`src/rtl/fbd_pkg.sv`:
```
`timescale 1ns / 1ps

package fbd_pkg;

  // Field widths of the button sample and the result.
  localparam int LEVEL_W = 4;
  localparam int TIME_W  = 32;
  localparam int DEB_W   = 16;
  localparam int CH_W    = 2;

  // Default button count and register reset value.
  localparam int          NUM_BUTTONS_DEF    = 4;
  localparam logic [15:0] DEBOUNCE_RESET     = 16'd50;

  // Number of held buttons that toggles the menu on a selection press.
  localparam int          DOUBLE_PRESS_COUNT = 2;

  // One result item.
  typedef struct packed {
    logic               note_on_valid;
    logic [CH_W-1:0]    note_on_channel;
    logic [LEVEL_W-1:0] note_off_mask;
    logic [LEVEL_W-1:0] pressed_mask;
    logic [CH_W-1:0]    selected_channel;
    logic               channel_changed;
    logic               menu_active;
    logic               redraw;
  } fbd_result_t;

endpackage

```
`src/rtl/fbd_in_if.sv`:
```
`timescale 1ns / 1ps

// Button sample channel.
interface fbd_in_if;
  logic                         valid;
  logic                         ready;
  logic [fbd_pkg::LEVEL_W-1:0]  button_levels;
  logic [fbd_pkg::TIME_W-1:0]   time_ms;

  modport source (output valid, output button_levels, output time_ms, input ready);
  modport sink   (input valid, input button_levels, input time_ms, output ready);
endinterface

```
`src/rtl/fbd_out_if.sv`:
```
`timescale 1ns / 1ps

// Result channel.
interface fbd_out_if;
  logic                         valid;
  logic                         ready;
  logic                         note_on_valid;
  logic [fbd_pkg::CH_W-1:0]     note_on_channel;
  logic [fbd_pkg::LEVEL_W-1:0]  note_off_mask;
  logic [fbd_pkg::LEVEL_W-1:0]  pressed_mask;
  logic [fbd_pkg::CH_W-1:0]     selected_channel;
  logic                         channel_changed;
  logic                         menu_active;
  logic                         redraw;

  modport source (output valid, output note_on_valid, output note_on_channel,
                  output note_off_mask, output pressed_mask, output selected_channel,
                  output channel_changed, output menu_active, output redraw,
                  input ready);
  modport sink   (input valid, input note_on_valid, input note_on_channel,
                  input note_off_mask, input pressed_mask, input selected_channel,
                  input channel_changed, input menu_active, input redraw,
                  output ready);
endinterface

```
`src/rtl/fbd_step.sv`:
```
`timescale 1ns / 1ps

// Next-state and result logic for one sample: the buttons are handled in
// order, each one seeing the selection and pressed state left by the ones
// before it.
module fbd_step #(
  parameter int NUM_LANES = fbd_pkg::NUM_BUTTONS_DEF
) (
  input  logic [fbd_pkg::LEVEL_W-1:0]                 levels,
  input  logic [fbd_pkg::TIME_W-1:0]                  now,
  input  logic [fbd_pkg::DEB_W-1:0]                   debounce_ms,
  input  logic [NUM_LANES-1:0]                        raw_last,
  input  logic [NUM_LANES-1:0][fbd_pkg::TIME_W-1:0]   change_time,
  input  logic [NUM_LANES-1:0]                        pressed,
  input  logic [NUM_LANES-1:0]                        armed,
  input  logic [fbd_pkg::CH_W-1:0]                    channel,
  input  logic                                        menu,
  output logic [NUM_LANES-1:0]                        raw_last_nxt,
  output logic [NUM_LANES-1:0][fbd_pkg::TIME_W-1:0]   change_time_nxt,
  output logic [NUM_LANES-1:0]                        pressed_nxt,
  output logic [NUM_LANES-1:0]                        armed_nxt,
  output logic [fbd_pkg::CH_W-1:0]                    channel_nxt,
  output logic                                        menu_nxt,
  output fbd_pkg::fbd_result_t                        result
);

  localparam int CH_W    = fbd_pkg::CH_W;
  localparam int TIME_W  = fbd_pkg::TIME_W;
  localparam int LEVEL_W = fbd_pkg::LEVEL_W;

  logic [NUM_LANES-1:0] steady;

  // A level is accepted only when it matches the last sample and has been
  // stable for strictly longer than the debounce time. All lanes in parallel.
  always_comb begin
    for (int i = 0; i < NUM_LANES; i++) begin
      raw_last_nxt[i]    = levels[i];
      change_time_nxt[i] = (levels[i] != raw_last[i]) ? now : change_time[i];
      steady[i]          = (levels[i] == raw_last[i]) &&
                           ((now - change_time[i]) > TIME_W'(debounce_ms));
    end
  end

  // Ordered press and release handling across the buttons.
  always_comb begin
    logic [NUM_LANES-1:0] pr;
    logic [NUM_LANES-1:0] arm;
    logic [CH_W-1:0]      ch;
    logic                 mnu;
    logic                 on_valid;
    logic [CH_W-1:0]      on_ch;
    logic [LEVEL_W-1:0]   off_mask;
    logic [LEVEL_W-1:0]   pmask;
    logic                 changed;
    logic                 redraw;
    pr       = pressed;
    arm      = armed;
    ch       = channel;
    mnu      = menu;
    on_valid = 1'b0;
    on_ch    = '0;
    off_mask = '0;
    pmask    = '0;
    changed  = 1'b0;
    redraw   = 1'b0;
    for (int i = 0; i < NUM_LANES; i++) begin
      if (steady[i] && !levels[i] && !pr[i]) begin
        pr[i] = 1'b1;
        if (ch == CH_W'(i)) begin
          on_valid = 1'b1;
          on_ch    = CH_W'(i);
          arm[i]   = 1'b1;
        end else begin
          if ($countones(pr) == fbd_pkg::DOUBLE_PRESS_COUNT) begin
            mnu = ~mnu;
          end
          ch      = CH_W'(i);
          changed = 1'b1;
        end
        redraw = 1'b1;
      end else if (steady[i] && levels[i] && pr[i]) begin
        pr[i] = 1'b0;
        if (arm[i]) begin
          off_mask[i] = 1'b1;
          arm[i]      = 1'b0;
        end
      end
    end
    for (int i = 0; i < NUM_LANES; i++) begin
      pmask[i] = pr[i];
    end

    pressed_nxt              = pr;
    armed_nxt                = arm;
    channel_nxt              = ch;
    menu_nxt                 = mnu;
    result.note_on_valid     = on_valid;
    result.note_on_channel   = on_ch;
    result.note_off_mask     = off_mask;
    result.pressed_mask      = pmask;
    result.selected_channel  = ch;
    result.channel_changed   = changed;
    result.menu_active       = mnu;
    result.redraw            = redraw;
  end

endmodule

```
`src/rtl/four_button_debounce_channel_select_unit.sv`:
```
`timescale 1ns / 1ps

// Debounces up to four active-low buttons against a wrapping millisecond
// time and turns accepted presses into note-on, note-off, channel select
// and menu toggle events. One sample item is accepted every clock cycle
// while the input side is not stalled. The sample is held in an input
// register, and the four-button decision chain plus the state update run
// into the result register. Button state is written on the same commit as
// the result, so back-to-back samples need no bubbles. A stalled result
// keeps the input register full; only then does the input side stall. The
// debounce register (reset 50 ms) is written through cfg_wr_en/cfg_wr_data.
module four_button_debounce_channel_select_unit #(
  parameter int NUM_BUTTONS = fbd_pkg::NUM_BUTTONS_DEF
) (
  input  logic                       clk,
  input  logic                       rst_n,
  fbd_in_if.sink                     in_chan,
  fbd_out_if.source                  out_chan,
  input  logic                       cfg_wr_en,
  input  logic [fbd_pkg::DEB_W-1:0]  cfg_wr_data
);

  // Only the buttons that have a pin in the sample can ever be pressed.
  localparam int NUM_LANES = (NUM_BUTTONS < fbd_pkg::LEVEL_W) ?
                             NUM_BUTTONS : fbd_pkg::LEVEL_W;
  localparam int TIME_W    = fbd_pkg::TIME_W;

  // Handshake and pipeline control.
  logic advance;
  logic commit;

  logic                               s1_valid_r;
  logic [fbd_pkg::LEVEL_W-1:0]        s1_levels_r;
  logic [TIME_W-1:0]                  s1_time_r;
  logic                               out_valid_r;
  fbd_pkg::fbd_result_t               res_r;
  fbd_pkg::fbd_result_t               res_nxt;

  // Debounce register and per-button state.
  logic [fbd_pkg::DEB_W-1:0]          debounce_r;
  logic [NUM_LANES-1:0]               raw_last_r;
  logic [NUM_LANES-1:0]               raw_last_nxt;
  logic [NUM_LANES-1:0][TIME_W-1:0]   change_time_r;
  logic [NUM_LANES-1:0][TIME_W-1:0]   change_time_nxt;
  logic [NUM_LANES-1:0]               pressed_r;
  logic [NUM_LANES-1:0]               pressed_nxt;
  logic [NUM_LANES-1:0]               armed_r;
  logic [NUM_LANES-1:0]               armed_nxt;
  logic [fbd_pkg::CH_W-1:0]           channel_r;
  logic [fbd_pkg::CH_W-1:0]           channel_nxt;
  logic                               menu_r;
  logic                               menu_nxt;

  assign advance       = !out_valid_r || out_chan.ready;
  assign commit        = s1_valid_r && advance;
  assign in_chan.ready = !s1_valid_r || advance;

  // Decision logic for the sample in the input register.
  fbd_step #(
    .NUM_LANES (NUM_LANES)
  ) u_step (
    .levels          (s1_levels_r),
    .now             (s1_time_r),
    .debounce_ms     (debounce_r),
    .raw_last        (raw_last_r),
    .change_time     (change_time_r),
    .pressed         (pressed_r),
    .armed           (armed_r),
    .channel         (channel_r),
    .menu            (menu_r),
    .raw_last_nxt    (raw_last_nxt),
    .change_time_nxt (change_time_nxt),
    .pressed_nxt     (pressed_nxt),
    .armed_nxt       (armed_nxt),
    .channel_nxt     (channel_nxt),
    .menu_nxt        (menu_nxt),
    .result          (res_nxt)
  );

  // Control, configuration and button state.
  always_ff @(posedge clk) begin
    if (!rst_n) begin
      s1_valid_r    <= 1'b0;
      out_valid_r   <= 1'b0;
      debounce_r    <= fbd_pkg::DEBOUNCE_RESET;
      raw_last_r    <= '1;
      change_time_r <= '0;
      pressed_r     <= '0;
      armed_r       <= '0;
      channel_r     <= '0;
      menu_r        <= 1'b0;
    end else begin
      if (cfg_wr_en) begin
        debounce_r <= cfg_wr_data;
      end
      if (in_chan.ready) begin
        s1_valid_r <= in_chan.valid;
      end
      if (advance) begin
        out_valid_r <= s1_valid_r;
      end
      if (commit) begin
        raw_last_r    <= raw_last_nxt;
        change_time_r <= change_time_nxt;
        pressed_r     <= pressed_nxt;
        armed_r       <= armed_nxt;
        channel_r     <= channel_nxt;
        menu_r        <= menu_nxt;
      end
    end
  end

  // Payload registers.
  always_ff @(posedge clk) begin
    if (in_chan.valid && in_chan.ready) begin
      s1_levels_r <= in_chan.button_levels;
      s1_time_r   <= in_chan.time_ms;
    end
    if (commit) begin
      res_r <= res_nxt;
    end
  end

  // Result channel.
  assign out_chan.valid            = out_valid_r;
  assign out_chan.note_on_valid    = res_r.note_on_valid;
  assign out_chan.note_on_channel  = res_r.note_on_channel;
  assign out_chan.note_off_mask    = res_r.note_off_mask;
  assign out_chan.pressed_mask     = res_r.pressed_mask;
  assign out_chan.selected_channel = res_r.selected_channel;
  assign out_chan.channel_changed  = res_r.channel_changed;
  assign out_chan.menu_active      = res_r.menu_active;
  assign out_chan.redraw           = res_r.redraw;

  // Every accepted press is either a note-on or a selection change.
  a_redraw_cause: assert property (@(posedge clk) disable iff (!rst_n)
    out_valid_r |-> (res_r.redraw == (res_r.note_on_valid || res_r.channel_changed)))
    else $error("redraw does not match note-on or selection change");

  // Without a note-on the reported channel is zero.
  a_note_on_channel: assert property (@(posedge clk) disable iff (!rst_n)
    (out_valid_r && !res_r.note_on_valid) |-> (res_r.note_on_channel == '0))
    else $error("note-on channel set without a note-on");

  // Button state only moves when a sample is processed.
  a_state_hold: assert property (@(posedge clk) disable iff (!rst_n)
    !commit |=> ($stable(pressed_r) && $stable(armed_r) && $stable(channel_r) &&
                 $stable(menu_r)))
    else $error("button state changed without a processed item");

  // The input side only stalls when both stages hold data and output is blocked.
  a_stall_cause: assert property (@(posedge clk) disable iff (!rst_n)
    !in_chan.ready |-> (s1_valid_r && out_valid_r && !out_chan.ready))
    else $error("input stalled without a full pipeline");

endmodule

```
`src/flat_wrapper.sv`:
```
// flat-port wrapper written by rule: the top's interface ports become plain ports
module four_button_debounce_channel_select_unit_flat 
#(
  parameter int NUM_BUTTONS = fbd_pkg::NUM_BUTTONS_DEF
)
  (clk, rst_n, cfg_wr_en, cfg_wr_data, in_chan_valid, in_chan_button_levels, in_chan_time_ms, in_chan_ready, out_chan_valid, out_chan_note_on_valid, out_chan_note_on_channel, out_chan_note_off_mask, out_chan_pressed_mask, out_chan_selected_channel, out_chan_channel_changed, out_chan_menu_active, out_chan_redraw, out_chan_ready);
  fbd_in_if in_chan_i ();
  fbd_out_if out_chan_i ();
  input  logic clk;
  input  logic rst_n;
  input  logic cfg_wr_en;
  input  logic [fbd_pkg::DEB_W-1:0] cfg_wr_data;
  input wire logic [$bits(in_chan_i.valid)-1:0] in_chan_valid;
  input wire logic [$bits(in_chan_i.button_levels)-1:0] in_chan_button_levels;
  input wire logic [$bits(in_chan_i.time_ms)-1:0] in_chan_time_ms;
  output wire logic [$bits(in_chan_i.ready)-1:0] in_chan_ready;
  output wire logic [$bits(out_chan_i.valid)-1:0] out_chan_valid;
  output wire logic [$bits(out_chan_i.note_on_valid)-1:0] out_chan_note_on_valid;
  output wire logic [$bits(out_chan_i.note_on_channel)-1:0] out_chan_note_on_channel;
  output wire logic [$bits(out_chan_i.note_off_mask)-1:0] out_chan_note_off_mask;
  output wire logic [$bits(out_chan_i.pressed_mask)-1:0] out_chan_pressed_mask;
  output wire logic [$bits(out_chan_i.selected_channel)-1:0] out_chan_selected_channel;
  output wire logic [$bits(out_chan_i.channel_changed)-1:0] out_chan_channel_changed;
  output wire logic [$bits(out_chan_i.menu_active)-1:0] out_chan_menu_active;
  output wire logic [$bits(out_chan_i.redraw)-1:0] out_chan_redraw;
  input wire logic [$bits(out_chan_i.ready)-1:0] out_chan_ready;
  assign in_chan_i.valid = in_chan_valid;
  assign in_chan_i.button_levels = in_chan_button_levels;
  assign in_chan_i.time_ms = in_chan_time_ms;
  assign in_chan_ready = in_chan_i.ready;
  assign out_chan_valid = out_chan_i.valid;
  assign out_chan_note_on_valid = out_chan_i.note_on_valid;
  assign out_chan_note_on_channel = out_chan_i.note_on_channel;
  assign out_chan_note_off_mask = out_chan_i.note_off_mask;
  assign out_chan_pressed_mask = out_chan_i.pressed_mask;
  assign out_chan_selected_channel = out_chan_i.selected_channel;
  assign out_chan_channel_changed = out_chan_i.channel_changed;
  assign out_chan_menu_active = out_chan_i.menu_active;
  assign out_chan_redraw = out_chan_i.redraw;
  assign out_chan_i.ready = out_chan_ready;
  four_button_debounce_channel_select_unit #(.NUM_BUTTONS(NUM_BUTTONS)) u_core (.clk(clk), .rst_n(rst_n), .in_chan(in_chan_i), .out_chan(out_chan_i), .cfg_wr_en(cfg_wr_en), .cfg_wr_data(cfg_wr_data));
endmodule
```
`config.mk`:
```
export PLATFORM = sky130hd
export DESIGN_NAME = four_button_debounce_channel_select_unit_flat
export DESIGN_NICKNAME = d
export VERILOG_FILES = /design/src/rtl/fbd_pkg.sv /design/src/rtl/fbd_in_if.sv /design/src/rtl/fbd_out_if.sv /design/src/rtl/fbd_step.sv /design/src/rtl/four_button_debounce_channel_select_unit.sv /design/src/flat_wrapper.sv
export SDC_FILE = /design/constraint.sdc
export NUM_CORES = 1
export LEC_CHECK = 0
export ABC_CLOCK_PERIOD_IN_PS = 15700
export BUFFER_PORTS_ARGS = -buffer_cell sky130_fd_sc_hd__buf_2
export CAP_MARGIN = 20
export CORE_MARGIN = 2
export CORE_UTILIZATION = 38
export CTS_CLUSTER_SIZE = 24
export DETAILED_ROUTE_END_ITERATION = 8
export PLACE_DENSITY_LB_ADDON = 0.3
export RECOVER_POWER = 25
export REMOVE_ABC_BUFFERS = 1
export SYNTH_ARGS = -nofsm -noshare
export SYNTH_HDL_FRONTEND = slang
export SYNTH_SLANG_ARGS = --single-unit
```
`constraint.sdc`:
```
create_clock -name clk -period 15.7 [get_ports clk]
set_clock_uncertainty 0.15 [all_clocks]
set_input_delay 1.57 -clock clk [delete_from_list [all_inputs] [get_ports clk]]
set_output_delay 1.57 -clock clk [all_outputs]
set_load 0.01 [all_outputs]
```
==> results of run 1 <==
[metrics by stage]
step	instances	hold WS, ns	setup slack (ns)	utilization (%)	power, mW
2_1_floorplan	2207	0.282	9.63	-	0.989
3_3_place_gp	2900	0.289	8.61	40.4	1.12
3_5_place_dp	2901	0.294	8.35	40.4	1.13
4_1_cts	2951	0.302	8.34	42.7	1.84
5_1_grt	2953	0.318	7.64	42.7	1.94
6_report	2953	0.302	8.19	42.7	1.83
[worst max-delay path by stage]
stage | from | cells after the start | to
5_1_grt | u_core.s1_time_r[1] | 28 | u_core.out_chan.menu_active
3_5_place_dp | u_core.s1_time_r[1] | 28 | u_core.out_chan.menu_active
6_report | u_core.s1_time_r[1] | 28 | u_core.out_chan.menu_active
3_3_place_gp | u_core.s1_time_r[1] | 28 | u_core.out_chan.menu_active
2_1_floorplan | u_core.s1_time_r[1] | 30 | u_core.out_chan.menu_active
4_1_cts | u_core.s1_time_r[1] | 28 | u_core.out_chan.menu_active
[power breakdown]
part / internal, mW / switching [mW]
Clock: 0.443 / 0.257
Sequential: 0.589 / 0.0268
Combinational: 0.199 / 0.315
Total: 1.23 / 0.599
[cells in the final DEF (no fill, tap or decap), types with 19 or more instances in the layout]
cell,synthesis,layout
nand4_1,27,27
o21a_1,36,36
nor3_1,38,38
nor4_1,20,20
and2_1,22,21
a21oi_1,299,299
nor2_1,137,137
nand3_1,44,44
mux2i_1,26,26
clkbuf_16,0,28
o211ai_1,31,31
nor2b_1,19,19
ha_1,194,194
buf_2,4,71
xnor2_1,49,49
edfxtp_1,52,52
a211oi_1,20,20
o21ai_0,88,88
dfxtp_1,161,161
a21o_1,39,39
inv_1,193,193
xor2_1,40,40
nand2_1,431,431
[worst max-delay path: cells and delay by family, from the launching register on]
| family | cells | cell delay, ns |
|---|---|---|
| AO/OA/AOI/OAI | 7 | 2.18 |
| XOR/XNOR | 2 | 0.30 |
| adder cells (fa/ha/maj) | 5 | 1.35 |
| buffers and inverters | 2 | 0.14 |
| flip-flops | 1 | 0.65 |
| multiplexers | 1 | 0.25 |
| AND/OR/NAND/NOR | 11 | 2.19 |
[layer usage]
| metal | track usage [%] | share of wire, % | up-vias |
|---|---|---|---|
| li1 | - | - | 8238 |
| met3 | 2.14 | 4.6 | 102 |
| met4 | 7.67 | 3.5 | 0 |
| met5 | 0 | 0 | - |
| met1 | 28.3 | 45 | 7818 |
| met2 | 37.2 | 47 | 405 |
[registers in the layout, indices dropped and copies added (netlist names)]
register,count
u_core.s1_time_r,32
u_core.out_chan.selected_channel,2
u_core.out_chan.pressed_mask,4
u_core.out_chan.note_on_channel,2
u_core.out_chan.valid,1
u_core.out_chan.channel_changed,1
u_core.change_time_r,128
u_core.armed_r,4
u_core.out_chan.note_off_mask,4
u_core.s1_levels_r,4
u_core.out_chan.menu_active,1
u_core.debounce_r,16
u_core.out_chan.note_on_valid,1
u_core.menu_r,1
u_core.raw_last_r,4
u_core.channel_r,2
u_core.out_chan.redraw,1
u_core.s1_valid_r,1
u_core.pressed_r,4
[area by class of cell]
cell class	count	share of cell area, %
tap	600	3.90
inverter	194	3.79
clock buffer	35	3.98
sequential	213	24.8
multi-input combinational	1800	59.3
clock inverter	15	1.26
timing repair buffer	96	2.93
[kinds of logic (layout without fill, tap and decap cells)]
family | count (synthesis) | after routing
adder cells (fa/ha/maj) | 198 | 198
flip-flops | 213 | 213
AO/OA/AOI/OAI | 672 | 672
AND/OR/NAND/NOR | 813 | 813
buffers and inverters | 283 | 340
multiplexers | 28 | 28
XOR/XNOR | 89 | 89
==> out/qor.csv, run 1 <==
stage;metric;value;unit
cts;postcts setup bufs;0;
logic_synthesis;most common cell in the netlist;nand2_1;
status;status;complete, but fails checks;
cells_and_area;fin area;19300;sq um
cells_and_area;register area;4780;sq um
worst_hold_path;HP Start;u_core.change_time_r[84];
die;Die Span Y;217;um
global_route;pin count of the biggest net entering global routing;74;
logic_synthesis;post-synth top area cell;dfxtp_1;
setup_path;Crit Path Class;reg2reg;
logic_synthesis;Synth Area in XOR/XNOR;4.51;%
cts;clk sinks;213;
die;die area;47200;sq um
placed_design;DP Area;18200;sq um
global_route;number of global-route vias before repair;15800;
route;DRT Pass-1 Iters;5;
setup_path;Req. time, crit path;15.84;ns
sta;Tightest Pin Transition;1.93;ns
setup_path;R2R Path Start;u_core.s1_time_r[1];
sta;RSZ-0062 raised after global routing;no;
route;via count;16600;
sta;slew margin rel.;-28.8;%
setup_path;CP max stage cell;a311oi_1;
placed_design;Buffers on Ports;74;
cells_and_area;count of antenna diodes in the layout;0;
route;DR iter-0 viols;999;
logic_synthesis;synth top area cells;dfxtp_1, ha_1, nand2_1, edfxtp_1, a21oi_1;
logic_synthesis;synth cell count leaders;nand2_1, a21oi_1, ha_1;
logic_synthesis;top_reg_cell synth;dfxtp_1;
route;vias per std cell;5.61;
run;Max Cap Viol;1;
power_and_ir_drop;Pleak;7.38;nW
worst_hold_path;hold crit path type;reg2reg;
sta;max frequency;133;MHz
cts;H-tree levels;1;
global_route;GRT Residual Overflow;0;
sta;Max Slew Vio Count;29;
route;post-route DRC violation count;0;
sta;Final min period;7.51;ns
route;Routed WL per cell;17.7;um
power_and_ir_drop;Worst IR Drop VDD;0.0000917;V
cts;# hold bufs at CTS;0;
global_route;first-pass GRT wire length;82800;um
cts;root buf cell;clkbuf_16;
sta;fin crit share;47.8;%
setup_path;terminus of the critical flop-to-flop path;u_core.out_chan.menu_active;
logic_synthesis;post-synthesis compound-gate area fraction;24.2;%
cells_and_area;area grow syn2layout;11.5;%
logic_synthesis;Synth Area per Inst;7.52;sq um
cts;total CTS buffers;27;
cts;CTS tree;built;
sta;final setup violation count;0;
cells_and_area;final layout net count;2587;
power_and_ir_drop;PwrDens;95.0;nW/um^2
setup_path;crit-path most repeated cell;ha_1;
die;I/O Pins;75;
route;Post-DRT Antenna Nets;0;
die;Core Rows;78;
logic_synthesis;asr flop ratio synth;0;%
cts;Clock Pin Slew Worst Setup and Hold Paths;0.06;ns
sta;Fin. Hold Viols;0;
logic_synthesis;Mapped Cells;2296;
worst_hold_path;hold endpoint;u_core.change_time_r[84];
logic_synthesis;post-synthesis mux area share;1.64;%
route;total wire length;52200;um
cts;clk_lat worst skew;0.56;ns
cts;Longest Clk Path Bufs;3;
placed_design;GPL Wtd Cong;0.942;
logic_synthesis;Mapped Area;17300;sq um
logic_synthesis;adder-cell share of the synthesized area;14.5;%
setup_path;Worst R2R Path Depth;28;
setup_path;CP arrival;7.65;ns
setup_path;maximum fanout along the worst path;11;
logic_synthesis;top-area cell type share of the netlist area;18.7;%
die;Core Region;45100;sq um
logic_synthesis;Post-synth EDFFs;52;
cts;Gates resized, CTS repair;0;
die;die width;217;um
logic_synthesis;register bit total from synthesis;213;
worst_hold_path;Worst Hold Path Cells;2;
logic_synthesis;Netlist cell types;83;
setup_path;element type at the critical path start;register;
logic_synthesis;Synth Warn #;0;
setup_path;Worst Setup End Kind;register;
global_route;antenna violations before repair;0;
die;Initial Util;38.3;%
cells_and_area;Filler Cell Count;4627;
placed_design;DP HPWL;40300;um
setup_path;Critical Path Max Stage Delay;0.79;ns
cells_and_area;layout cells sized above 1;6.97;%
logic_synthesis;register area share after synthesis;27.7;%
cells_and_area;multi-input logic area;11400;sq um
logic_synthesis;largest family of logic cells by synthesized area;compound AO/OA/AOI/OAI gates;
setup_path;R2R Setup Slk;8.19;ns
global_route;Total Routing Usage GR;21.7;%
sta;setup TNS;0;ns
status;failing checks;max-capacitance violations, max-slew violations;
logic_synthesis;simple-gate share of the synthesized area;21.3;%
Power figures use the tool's default switching activity.
==> run 2: changes to the inputs <==
Settings changed: ABC_CLOCK_PERIOD_IN_PS 15700 to 6400.
Clock period 15.7 ns to 6.4 ns, I/O delays scaled along.
==> out/qor.csv, run 2 (synthesized netlist as in run 1, its figures left out) <==
stage;metric;value;unit
worst_hold_path;HP Start;in_chan_time_ms[9];
global_route;GRT Residual Overflow;0;
run;Max Cap Viol;1;
cells_and_area;commonest non-fill, non-tap cell in the layout;nand2_1;
sta;setup TNS;0;ns
die;Die Span Y;217;um
sta;Final min period;6.27;ns
sta;max frequency;160;MHz
die;I/O Pins;75;
die;Initial Util;38.3;%
route;post-route DRC violation count;0;
cts;root buf cell;clkbuf_16;
setup_path;Buffers & Inverters on Critical Path;5;
setup_path;R2R Path Start;u_core.s1_time_r[0];
cells_and_area;Biggest register;u_core.change_time_r;
sta;fin crit share;98.0;%
sta;final setup violation count;0;
global_route;pin count of the biggest net entering global routing;74;
sta;slew margin rel.;-18.4;%
die;die width;217;um
cts;CTS tree;built;
die;die area;47200;sq um
global_route;grt met2 use;37.3;%
cells_and_area;count of antenna diodes in the layout;0;
setup_path;CP top delay family;compound AO/OA/AOI/OAI gates;
setup_path;maximum fanout along the worst path;6;
route;DR iter-0 viols;909;
setup_path;Critical path origin;u_core.s1_time_r[0];
setup_path;element type at the critical path start;register;
global_route;first-pass GRT wire length;81500;um
global_route;grt met3 use;2.07;%
cts;clk sinks;213;
power_and_ir_drop;PwrDens;217;nW/um^2
route;vias per std cell;5.53;
cells_and_area;final cell count without fillers;3024;
cells_and_area;area grow syn2layout;15.9;%
global_route;Total Routing Usage GR;21.4;%
placed_design;GPL Wtd Cong;0.938;
global_route;number of global-route vias before repair;15800;
sta;Tightest Pin Transition;1.78;ns
setup_path;CP arrival;6.41;ns
route;Routed WL per cell;17.3;um
setup_path;CP max stage cell;edfxtp_1;
cells_and_area;layout cells sized above 1;11.7;%
setup_path;Critical Path Max Stage Delay;0.41;ns
cts;total CTS buffers;26;
power_and_ir_drop;Worst IR Drop VDD;0.000212;V
route;DRT Pass-1 Iters;8;
die;Core Rows;78;
die;Core Region;45100;sq um
global_route;antenna violations before repair;0;
sta;Max Slew Vio Count;36;
cells_and_area;final layout net count;2659;
cells_and_area;Core Util, Final;44.4;%
cts;clk_lat worst skew;0.56;ns
worst_hold_path;hold crit path type;in2reg;
power_and_ir_drop;Pleak;7.66;nW
cts;H-tree levels;1;
placed_design;placed insts;2957;
status;status;complete, but fails checks;
global_route;gr busiest metal;met2;
global_route;grt met1 use;27.7;%
route;via count;16700;
cells_and_area;max reg flops;128;
sta;Fin. Hold Viols;0;
setup_path;Req. time, crit path;6.54;ns
cts;Clock Pin Slew Worst Setup and Hold Paths;0.06;ns
setup_path;Worst Setup End Kind;register;
cts;# hold bufs at CTS;0;
route;Post-DRT Antenna Nets;0;
cells_and_area;most frequent cells in the layout;nand2_1, a21oi_1, inv_1, ha_1, dfxtp_1;
setup_path;Crit Path Class;reg2reg;
placed_design;DP HPWL;40600;um
cells_and_area;biggest regs;u_core.change_time_r: 128 flops, u_core.s1_time_r: 32 flops, u_core.debounce_r: 16 flops;
cts;Longest Clk Path Bufs;3;
route;total wire length;52400;um
setup_path;crit-path most repeated cell;buf_4;
placed_design;Buffers on Ports;74;
status;failing checks;max-capacitance violations, max-slew violations;
==> run 2: cell types whose count changed in the layout (fill, tap and decap cells not counted), moves of 4 or more <==
cell	before	now
clkbuf_1	8	26
a21oi_1	299	283
nor4_2	0	4
bufinv_16	6	2
o21ai_1	4	9
buf_4	18	90
ha_2	0	4
ha_4	0	7
nor4_1	20	15
ha_1	194	183
buf_2	71	55
a21oi_2	2	18
o21ai_0	88	83
==> run 2: layout make-up <==
cell class	instances	area (sq um)
timing repair buffer	169	1080
clock inverter	11	108
inverter	194	731
multi-input combinational	1800	11800
clock buffer	37	763
tap	600	751
fill	4582	25100
sequential	213	4780
==> run 2: final timing paths <==
kind	to	cells past startpoint	slack [ns]
worst max-delay path	u_core.out_chan.menu_active	27	0.13
worst min-delay path	u_core.s1_time_r[9]	1	0.11
worst max register to register	u_core.out_chan.menu_active	27	0.13
worst min register to register	u_core.change_time_r[113]	2	0.30
==> run 2: power breakdown <==
part           total [mW]  switching (mW)  internal [mW]
Sequential           1.51          0.0635           1.45
Combinational        1.35           0.805          0.541
Clock                1.50           0.594          0.906
==> run 2: worst register-to-register path, stage by stage (launching register included) <==
cell,delay [ns]
edfxtp_1,0.41
inv_2,0.13
buf_4,0.13
ha_2,0.17
inv_1,0.05
fa_2,0.35
a21o_1,0.18
a221o_1,0.39
a32o_2,0.34
a31oi_2,0.24
xnor2_1,0.12
ha_1,0.30
nand4_1,0.15
nor3_1,0.23
nand3_1,0.13
nor3_2,0.23
o32ai_1,0.16
nor4_1,0.36
buf_4,0.18
nor3b_4,0.22
a31oi_1,0.12
nor3b_1,0.20
buf_4,0.18
xnor2_2,0.13
nand3b_4,0.13
mux2i_4,0.23
a211oi_2,0.27
xor2_1,0.12
==> run 2: routing by layer <==
layer  vias to the layer above  part of all wire [%]
met5                         -                     0
met4                         0                   2.6
met3                        74                   4.5
met2                       379                    48
met1                      7930                    45
li1                       8353                     -
==> run 2: metrics by stage <==
stage                     hold slack (ns)  area [sq um]  total power, mW  setup slack (ns)
after CTS                          0.0845         19500             4.32            0.0327
after global placement              0.290         18600             2.78            -0.137
final                               0.114         20000             4.35             0.131
after detailed placement            0.296         18600             2.81            -0.258
after global routing               0.0934         20000             4.60           -0.0537
after floorplan                     0.282         16900             2.43             0.328
==> run 2: what timing repair did <==
action | CTS | global route
setup buffers | 0 | 19
gates resized for setup | 8 | 76
pin swaps | 4 | 42
setup endpoints to repair | 11 | 11
